===== config.mk =====
export PLATFORM = sky130hd
export DESIGN_NAME = slab_slot_free_list_core
export DESIGN_NICKNAME = d
export VERILOG_FILES = /design/src/rtl/core/ssfl_pkg.sv /design/src/rtl/core/ssfl_link_ram.sv /design/src/rtl/core/ssfl_divider.sv /design/src/rtl/core/slab_slot_free_list_core.sv
export SDC_FILE = /design/constraint.sdc
export NUM_CORES = 2
export LEC_CHECK = 0
export BUFFER_PORTS_ARGS = -buffer_cell sky130_fd_sc_hd__buf_2
export CAP_MARGIN = 30
export CORE_ASPECT_RATIO = 1.25
export CORE_MARGIN = 8
export CORE_UTILIZATION = 55
export DETAILED_ROUTE_END_ITERATION = 10
export PLACE_DENSITY = 0.68
export SLEW_MARGIN = 10
export SYNTH_ARGS = -nofsm -noshare
export SYNTH_HDL_FRONTEND = slang
export SYNTH_SLANG_ARGS = --single-unit
export TNS_END_PERCENT = 100

===== constraint.sdc =====
create_clock -name clock -period 11.75 [get_ports clock]
set_input_delay 3.525 -clock clock [delete_from_list [all_inputs] [get_ports clock]]
set_output_delay 3.525 -clock clock [all_outputs]
set_load 0.1 [all_outputs]

===== src/rtl/core/ssfl_pkg.sv =====
package ssfl_pkg;

   // field widths
   localparam int ADDR_W        = 32;
   localparam int SIZE_W        = 16;
   localparam int COUNT_W       = 9;
   localparam int OFFS_W        = COUNT_W + SIZE_W;
   localparam int CSR_IDX_W     = 2;
   localparam int CSR_DATA_W    = 32;

   // parameter defaults
   localparam int MAX_SLOTS_DEF = 256;
   localparam int ADDR_BITS_DEF = 32;

   // register indexes
   typedef enum logic [CSR_IDX_W-1:0] {
      CSR_BASE_ADDRESS = 2'd0,
      CSR_SLOT_SIZE    = 2'd1,
      CSR_SLOT_COUNT   = 2'd2
   } ssfl_csr_type;

   // request operation codes
   typedef enum logic {
      OP_ALLOC = 1'b0,
      OP_FREE  = 1'b1
   } ssfl_op_type;

   typedef struct packed {
      logic              operation;
      logic [ADDR_W-1:0] address;
   } ssfl_req_type;

   typedef struct packed {
      logic               ok;
      logic [ADDR_W-1:0]  slot_address;
      logic [COUNT_W-1:0] occupied;
   } ssfl_rsp_type;

   // divider handshake
   typedef struct packed {
      logic              start;
      logic [OFFS_W-1:0] dividend;
      logic [SIZE_W-1:0] divisor;
   } ssfl_div_req_type;

   typedef struct packed {
      logic               done;
      logic [COUNT_W-1:0] quotient;
   } ssfl_div_rsp_type;

   typedef enum logic [2:0] {
      ST_IDLE,
      ST_POP,
      ST_MUL,
      ST_ADD,
      ST_CHECK,
      ST_RANGE,
      ST_DIV
   } ssfl_state_type;

endpackage


===== src/rtl/core/ssfl_link_ram.sv =====
module ssfl_link_ram #(
   parameter int DEPTH = 256,
   parameter int IDX_W = 8
) (
   input  logic             clock,
   input  logic             wr_en,
   input  logic [IDX_W-1:0] wr_addr,
   input  logic [IDX_W:0]   wr_data,
   input  logic             rd_en,
   input  logic [IDX_W-1:0] rd_addr,
   output logic [IDX_W:0]   rd_data
);

   // each word: fresh-region flag over the next slot index
   logic [IDX_W:0] link_mem_ff [DEPTH];
   logic [IDX_W:0] rd_data_ff;

   // write port
   always_ff @(posedge clock) begin
      if (wr_en) begin
         link_mem_ff[wr_addr] <= wr_data;
      end
   end

   // registered read port
   always_ff @(posedge clock) begin
      if (rd_en) begin
         rd_data_ff <= link_mem_ff[rd_addr];
      end
   end

   assign rd_data = rd_data_ff;

endmodule


===== src/rtl/core/ssfl_divider.sv =====
module ssfl_divider (
   input  logic                      clock,
   input  logic                      reset,
   input  ssfl_pkg::ssfl_div_req_type div_req,
   output ssfl_pkg::ssfl_div_rsp_type div_rsp
);

   import ssfl_pkg::*;

   localparam int STEP_W = $clog2(COUNT_W + 1);

   logic               busy_ff,  busy_in;
   logic               done_ff,  done_in;
   logic [OFFS_W-1:0]  rem_ff,   rem_in;
   logic [OFFS_W-1:0]  den_ff,   den_in;
   logic [COUNT_W-1:0] quot_ff,  quot_in;
   logic [STEP_W-1:0]  step_ff,  step_in;
   logic               fits;

   // restoring division, one quotient bit per cycle, msb first
   always_comb begin
      busy_in = busy_ff;
      done_in = 1'b0;
      rem_in  = rem_ff;
      den_in  = den_ff;
      quot_in = quot_ff;
      step_in = step_ff;
      fits    = (rem_ff >= den_ff);
      if (div_req.start) begin
         busy_in = 1'b1;
         rem_in  = div_req.dividend;
         den_in  = OFFS_W'(div_req.divisor) << (COUNT_W - 1);
         quot_in = '0;
         step_in = STEP_W'(COUNT_W);
      end else if (busy_ff) begin
         if (fits) begin
            rem_in = rem_ff - den_ff;
         end
         quot_in = {quot_ff[COUNT_W-2:0], fits};
         den_in  = den_ff >> 1;
         step_in = step_ff - 1'b1;
         if (step_ff == STEP_W'(1)) begin
            busy_in = 1'b0;
            done_in = 1'b1;
         end
      end
   end

   always_ff @(posedge clock) begin
      if (reset) begin
         busy_ff <= 1'b0;
         done_ff <= 1'b0;
      end else begin
         busy_ff <= busy_in;
         done_ff <= done_in;
      end
   end

   always_ff @(posedge clock) begin
      rem_ff  <= rem_in;
      den_ff  <= den_in;
      quot_ff <= quot_in;
      step_ff <= step_in;
   end

   assign div_rsp.done     = done_ff;
   assign div_rsp.quotient = quot_ff;

endmodule


===== src/rtl/core/slab_slot_free_list_core.sv =====
// Free-slot manager for one slab of equal-sized slots, kept as a LIFO list with
// the links in a one-port-write, one-port-read memory. Raise start with a request
// while busy is low; it is taken at that edge. Exactly one response beat follows,
// shown on rsp_data for one cycle with rsp_valid high, and it cannot be stalled.
// An allocate that finds no free slot answers from idle, one from the untouched
// fresh region via the multiply and add states, one that pops a freed slot after
// a link memory read too. A free outside the slab answers after the range check;
// one inside it waits for the 9-step divider that turns the offset into a slot
// index. busy drops in the cycle the response is shown, so the next request may
// enter then. A register write resets the list to all slots free in ascending
// order; write registers only while busy is low. No clearing pass is needed
// after reset: link words are always written by a free before they are read.
module slab_slot_free_list_core #(
   parameter int MAX_SLOTS = ssfl_pkg::MAX_SLOTS_DEF,
   parameter int ADDR_BITS = ssfl_pkg::ADDR_BITS_DEF
) (
   input  logic                            clock,
   input  logic                            reset,
   input  logic                            start,
   output logic                            busy,
   input  ssfl_pkg::ssfl_req_type          req_data,
   output logic                            rsp_valid,
   output ssfl_pkg::ssfl_rsp_type          rsp_data,
   input  logic                            csr_write_en,
   input  logic [ssfl_pkg::CSR_IDX_W-1:0]  csr_index,
   input  logic [ssfl_pkg::CSR_DATA_W-1:0] csr_write_data
);

   import ssfl_pkg::*;

   localparam int SW = $clog2(MAX_SLOTS);
   localparam int MW = (SW > COUNT_W) ? SW : COUNT_W;
   localparam int PW = MW + SIZE_W;
   localparam int AW = (ADDR_BITS < ADDR_W) ? ADDR_BITS : ADDR_W;
   localparam logic [ADDR_W-1:0] ADDR_MASK = {ADDR_W{1'b1}} >> (ADDR_W - AW);

   ssfl_state_type     state_ff,     state_in;
   logic [ADDR_W-1:0]  base_ff,      base_in;
   logic [SIZE_W-1:0]  size_ff,      size_in;
   logic [COUNT_W-1:0] count_ff,     count_in;
   logic [SW-1:0]      head_ff,      head_in;
   logic               on_stack_ff,  on_stack_in;
   logic [COUNT_W-1:0] water_ff,     water_in;
   logic [COUNT_W-1:0] occ_ff,       occ_in;
   logic [ADDR_W-1:0]  addr_ff,      addr_in;
   logic [SW-1:0]      slot_ff,      slot_in;
   logic [PW-1:0]      prod_ff,      prod_in;
   logic [ADDR_W-1:0]  offset_ff,    offset_in;
   logic               below_ff,     below_in;
   logic               rsp_valid_ff, rsp_valid_in;
   ssfl_rsp_type       rsp_ff,       rsp_in;

   logic               accept;
   logic [COUNT_W-1:0] eff_count;
   logic [MW-1:0]      mul_a;
   logic [ADDR_W-1:0]  sum;
   logic               in_range;
   logic [COUNT_W-1:0] occ_inc;
   logic [COUNT_W-1:0] occ_dec;
   logic               clear_list;

   logic               ram_wr_en;
   logic [SW:0]        ram_wr_data;
   logic               ram_rd_en;
   logic [SW:0]        ram_rd_data;

   ssfl_div_req_type   div_req;
   ssfl_div_rsp_type   div_rsp;

   ssfl_link_ram #(
      .DEPTH (MAX_SLOTS),
      .IDX_W (SW)
   ) u_link_ram (
      .clock   (clock),
      .wr_en   (ram_wr_en),
      .wr_addr (slot_in),
      .wr_data (ram_wr_data),
      .rd_en   (ram_rd_en),
      .rd_addr (head_ff),
      .rd_data (ram_rd_data)
   );

   ssfl_divider u_divider (
      .clock   (clock),
      .reset   (reset),
      .div_req (div_req),
      .div_rsp (div_rsp)
   );

   // slot count clamped to the memory depth
   always_comb begin
      if (int'(count_ff) > MAX_SLOTS) begin
         eff_count = COUNT_W'(MAX_SLOTS);
      end else begin
         eff_count = count_ff;
      end
   end

   assign busy   = (state_ff != ST_IDLE);
   assign accept = start && !busy;

   // shared multiplier: slot * size on allocate, count * size on free
   assign mul_a   = (state_ff == ST_MUL) ? MW'(slot_ff) : MW'(eff_count);
   assign sum     = (base_ff + ADDR_W'(prod_ff)) & ADDR_MASK;
   assign in_range = (size_ff != '0) && !below_ff &&
                     ((ADDR_W + 1)'(offset_ff) < (ADDR_W + 1)'(prod_ff));

   // saturating occupancy
   assign occ_inc = (&occ_ff) ? occ_ff : occ_ff + 1'b1;
   assign occ_dec = (occ_ff == '0) ? occ_ff : occ_ff - 1'b1;

   // divider gets the in-slab offset
   assign div_req.start    = (state_ff == ST_RANGE) && in_range;
   assign div_req.dividend = OFFS_W'(offset_ff);
   assign div_req.divisor  = size_ff;

   // push word: fresh flag when the list had only the fresh region
   assign ram_wr_data = {!on_stack_ff, head_ff};
   assign ram_rd_en   = accept && (req_data.operation == OP_ALLOC) && on_stack_ff;

   // next state and datapath
   always_comb begin
      state_in     = state_ff;
      base_in      = base_ff;
      size_in      = size_ff;
      count_in     = count_ff;
      head_in      = head_ff;
      on_stack_in  = on_stack_ff;
      water_in     = water_ff;
      occ_in       = occ_ff;
      addr_in      = addr_ff;
      slot_in      = slot_ff;
      prod_in      = prod_ff;
      offset_in    = offset_ff;
      below_in     = below_ff;
      rsp_valid_in = 1'b0;
      rsp_in       = rsp_ff;
      ram_wr_en    = 1'b0;
      clear_list   = 1'b0;

      case (state_ff)
         ST_IDLE: begin
            if (accept) begin
               addr_in = req_data.address & ADDR_MASK;
               if (req_data.operation == OP_FREE) begin
                  state_in = ST_CHECK;
               end else if (on_stack_ff) begin
                  state_in = ST_POP;
               end else if (water_ff < eff_count) begin
                  slot_in  = SW'(water_ff);
                  water_in = water_ff + 1'b1;
                  state_in = ST_MUL;
               end else begin
                  // list exhausted
                  rsp_valid_in        = 1'b1;
                  rsp_in.ok           = 1'b0;
                  rsp_in.slot_address = '0;
                  rsp_in.occupied     = occ_ff;
               end
            end
         end
         ST_POP: begin
            // link word arrives; unlink the head
            slot_in = head_ff;
            if (ram_rd_data[SW]) begin
               on_stack_in = 1'b0;
            end else begin
               head_in = ram_rd_data[SW-1:0];
            end
            state_in = ST_MUL;
         end
         ST_MUL: begin
            prod_in  = PW'(mul_a) * PW'(size_ff);
            state_in = ST_ADD;
         end
         ST_ADD: begin
            occ_in              = occ_inc;
            rsp_valid_in        = 1'b1;
            rsp_in.ok           = 1'b1;
            rsp_in.slot_address = sum;
            rsp_in.occupied     = occ_inc;
            state_in            = ST_IDLE;
         end
         ST_CHECK: begin
            prod_in               = PW'(mul_a) * PW'(size_ff);
            {below_in, offset_in} = {1'b0, addr_ff} - {1'b0, base_ff};
            state_in              = ST_RANGE;
         end
         ST_RANGE: begin
            if (in_range) begin
               state_in = ST_DIV;
            end else begin
               rsp_valid_in        = 1'b1;
               rsp_in.ok           = 1'b0;
               rsp_in.slot_address = '0;
               rsp_in.occupied     = occ_ff;
               state_in            = ST_IDLE;
            end
         end
         ST_DIV: begin
            if (div_rsp.done) begin
               // push the freed slot on the head
               slot_in             = SW'(div_rsp.quotient);
               ram_wr_en           = 1'b1;
               head_in             = SW'(div_rsp.quotient);
               on_stack_in         = 1'b1;
               occ_in              = occ_dec;
               rsp_valid_in        = 1'b1;
               rsp_in.ok           = 1'b1;
               rsp_in.slot_address = '0;
               rsp_in.occupied     = occ_dec;
               state_in            = ST_IDLE;
            end
         end
         default: begin
            state_in = ST_IDLE;
         end
      endcase

      // register writes, each resets the list
      if (csr_write_en) begin
         case (csr_index)
            CSR_BASE_ADDRESS: begin
               base_in    = csr_write_data[ADDR_W-1:0];
               clear_list = 1'b1;
            end
            CSR_SLOT_SIZE: begin
               size_in    = csr_write_data[SIZE_W-1:0];
               clear_list = 1'b1;
            end
            CSR_SLOT_COUNT: begin
               count_in   = csr_write_data[COUNT_W-1:0];
               clear_list = 1'b1;
            end
            default: begin
               clear_list = 1'b0;
            end
         endcase
      end
      if (clear_list) begin
         head_in     = '0;
         on_stack_in = 1'b0;
         water_in    = '0;
         occ_in      = '0;
      end
   end

   // control and list state
   always_ff @(posedge clock) begin
      if (reset) begin
         state_ff     <= ST_IDLE;
         base_ff      <= '0;
         size_ff      <= SIZE_W'(64);
         count_ff     <= COUNT_W'(256);
         head_ff      <= '0;
         on_stack_ff  <= 1'b0;
         water_ff     <= '0;
         occ_ff       <= '0;
         rsp_valid_ff <= 1'b0;
      end else begin
         state_ff     <= state_in;
         base_ff      <= base_in;
         size_ff      <= size_in;
         count_ff     <= count_in;
         head_ff      <= head_in;
         on_stack_ff  <= on_stack_in;
         water_ff     <= water_in;
         occ_ff       <= occ_in;
         rsp_valid_ff <= rsp_valid_in;
      end
   end

   // payload
   always_ff @(posedge clock) begin
      addr_ff   <= addr_in;
      slot_ff   <= slot_in;
      prod_ff   <= prod_in;
      offset_ff <= offset_in;
      below_ff  <= below_in;
      rsp_ff    <= rsp_in;
   end

   assign rsp_valid = rsp_valid_ff;
   assign rsp_data  = rsp_ff;

endmodule


==> results.toml <==
[job]
drv_cap = 0

[drt]
wire_per_inst_um = 29.5
drt-total-wl_um = 260000
ant_nets = 0
drc_errors = 0
drtIter0Drc = 6442
firstDrtPassIters = 6
vias = 55800
via_per_inst = 6.33

[worst_setup_path]
path_cells = "buf_2, nor2_1, nand3_1, a2111oi_4, or2_2, a221oi_2, buf_4, inv_1, nand3_2, nor2_1"
crit_path_max_incr_delay_ns = 0.99
rrSetupSlack_ns = 5.29
cpMaxStageDelayCell = "nor2_1"
worst-path-max-fanout = 17
critPathRequiredTime_ns = 12.22
path_class = "input port to flip-flop"
critPathLaunchType = "input port"
path_common_cell = "nor2_1"
worstPathArrival_ns = 7.65
end_kind = "flip-flop"

[clocking]
h-tree-depth = 4
clock_path_buffers = 3
clkLatencyLatePin_ns = 0.90
cts_tree = "yes"
cts_root_buf = "clkbuf_16"
cts_inserted_buffers = 236
post_cts_buffers = 0
ctsHoldBuffers = 0
clock-sinks = 2604
postCtsResizedCells = 0
path_clk_slew_ns = 0.06

[outcome]
status = "completed"

[worst_hold_path]
min_path_type = "flip-flop to flip-flop"

[timing]
tightest_slew_ns = 1.07
clock.fmax_ghz = 0.139
rsz0062_at_grt = "false"
hold_viol_final = 0
setup_viol = 0
min_period_over_period_pct = 61.1
finalCriticalPeriod_ns = 7.17
slew_headroom_pct = 28.4
setup_slack_ns = 4.58
tns_ns = 0
finalClockSkew_ns = 0.0666
drv_slew = 0

[synthesis]
synth-async-reset-ratio_pct = 0
synth_edf_count = 2486
avgSynthCellArea_um2 = 18.8
synth_flop_cell = "edfxtp_1"
yosysWarnings = 0
synth.distinct_cells = 77
mappedNetlistArea_mm2 = 0.109
ys_ff_latch = 2604
synth_cells = 5829
ys_seq_area_share_pct = 70.4
syn_nets = 6165

[floorplanning]
start_util_pct = 55.2
fp.dieH_um = 515
num_rows = 183
core_mm2 = 0.198
dieArea_mm2 = 0.214
io_pins = 115
fp.dieW_um = 415

[global_route]
grt-ovfl-total = 0
grt_pass1_wl_um = 384000
grt.total_usage_pct = 24.2
grt_antenna_before_repair = 11
grt_pass1_vias = 56000
grt_max_degree = 188

[finish]
fin_util_pct = 61.2
synthToLayoutAreaGrowth_pct = 10.9
layout-drive-gt1-share_pct = 22.8
nets = 6338

[placement]
io_buffers = 114
hpwl_um = 167000
pre_cts_slack_ns = 3.82
gp_congestion = 0.870

[power_and_ir_drop]
peakVddDrop_v = 0.000173
leakage_nw = 39.2
p_per_area_mw_per_mm2 = 164
## worst paths after layout
kind,from,end,depth (start not counted)
min reg2reg,u_divider.quot_ff[3],head_ff[3],2
max reg2reg,state_ff[1],prod_ff[24],24
max,req_data[32],u_link_ram.link_mem_ff[181][1],10
min,u_divider.quot_ff[3],head_ff[3],2
## worst max-delay path, delay by kind of cell
family          cells  cell delay, ns
buf+inv             3            0.80
compound gates      2            0.59
simple gates        5            2.69
## kinds of logic after synthesis
family / Yosys count / share of synthesized area [%]
AND/OR/NAND/NOR: 1038 / 4.32
buffers and inverters: 553 / 1.97
multiplexers: 792 / 16.0
AO/OA/AOI/OAI: 491 / 2.91
adder cells (fa/ha/maj): 265 / 3.73
flip-flops: 2604 / 70.4
XOR/XNOR: 86 / 0.688
## layer usage
layer  share of wire, %  track usage [%]
met5             0.0027                0
met4                3.2             7.36
met3                6.8             3.62
met2                 51             40.8
met1                 40             33.2
## power breakdown
part | leakage (nW) | switching (mW) | internal (mW)
logic | 11.2 | 1.12 | 0.579
registers | 24.2 | 0.137 | 10.3
clock network | 3.76 | 3.48 | 4.27
## stage by stage
stage / area, um2 / power (mW) / hold WS (ns) / cells
6_report: 121000 / 19.9 / 0.474 / 8811
5_1_grt: 121000 / 20.5 / 0.485 / 8802
3_5_place_dp: 113000 / 12.3 / 0.480 / 8349
4_1_cts: 121000 / 20.0 / 0.481 / 8796
2_1_floorplan: 109000 / 11.8 / 0.448 / 5829
3_3_place_gp: 113000 / 12.3 / 0.472 / 8327
## cells in the final DEF, fill, tap and decap left out, types with 10 or more instances in the layout
master and n:
a211oi_1 15, inv_1 245, bufinv_16 22, nor4_1 20, nand3_1 55, mux4_2 765, fa_1 102, nor3_1 51
xnor2_1 62, inv_6 11, nand2_1 283, clkbuf_16 236, clkinv_1 38, nand2b_1 25, clkinv_2 32, nor2_1 381
diode_2 10, ha_1 163, or3_1 14, clkinvlp_4 30, edfxtp_1 2486, clkbuf_1 44, buf_12 21, nor2b_1 90
xor2_1 24, a21o_1 47, a31oi_1 15, and2_1 29, a311oi_1 13, nand4_1 35, dfxtp_1 110, clkinv_4 16
mux2i_1 27, buf_2 117, o31ai_1 31, o21a_1 26, buf_4 88, o21ai_0 90, a21oi_1 169
## flip-flops by register name, summed over array words and instances, names as in the netlist, 3 cells and up
register,flops
size_ff,16
u_divider.quot_ff,8
water_ff,9
u_divider.rem_ff,25
count_ff,9
u_divider.step_ff,4
slot_ff,8
addr_ff,32
rsp_data,42
state_ff,3
u_link_ram.rd_data,9
occ_ff,9
base_ff,32
u_link_ram.link_mem_ff,2304
head_ff,8
offset_ff,32
u_divider.den_ff,24
prod_ff,25
## synth_stat cells (16+ instances only)
cell         n  share of area (%)
xor2_1      24               0.19
fa_1       102                1.9
nor2b_1     90               0.51
inv_1      246               0.84
and2_1      30               0.17
mux4_2     765                 16
dfxtp_1    118                2.2
buf_2       16              0.073
a21oi_1    169               0.77
clkbuf_1   213               0.73
edfxtp_1  2486                 68
ha_1       163                1.9
o21ai_0     91               0.42
xnor2_1     62               0.50
nor4_1      21               0.12
o31ai_1     31               0.21
nand2_1    283               0.97
nand2b_1    25               0.14
o21a_1      26               0.18
buf_1       59               0.20
nand4_1     35               0.20
mux2i_1     27               0.25
nor2_1     382                1.3
nor3_1      54               0.25
a21o_1      47               0.32
nand3_1     64               0.29
## area by class of cell
class | count | area (um2)
diodes | 10 | 25.0
clock buffers | 287 | 6170
clock inverters | 160 | 1740
fillers | 13800 | 76900
inverters | 251 | 950
multi-input cells | 2672 | 30300
flip-flops and latches | 2604 | 77000
well taps | 2590 | 3240
repair buffers | 237 | 1850
Power figures use the tool's default switching activity.
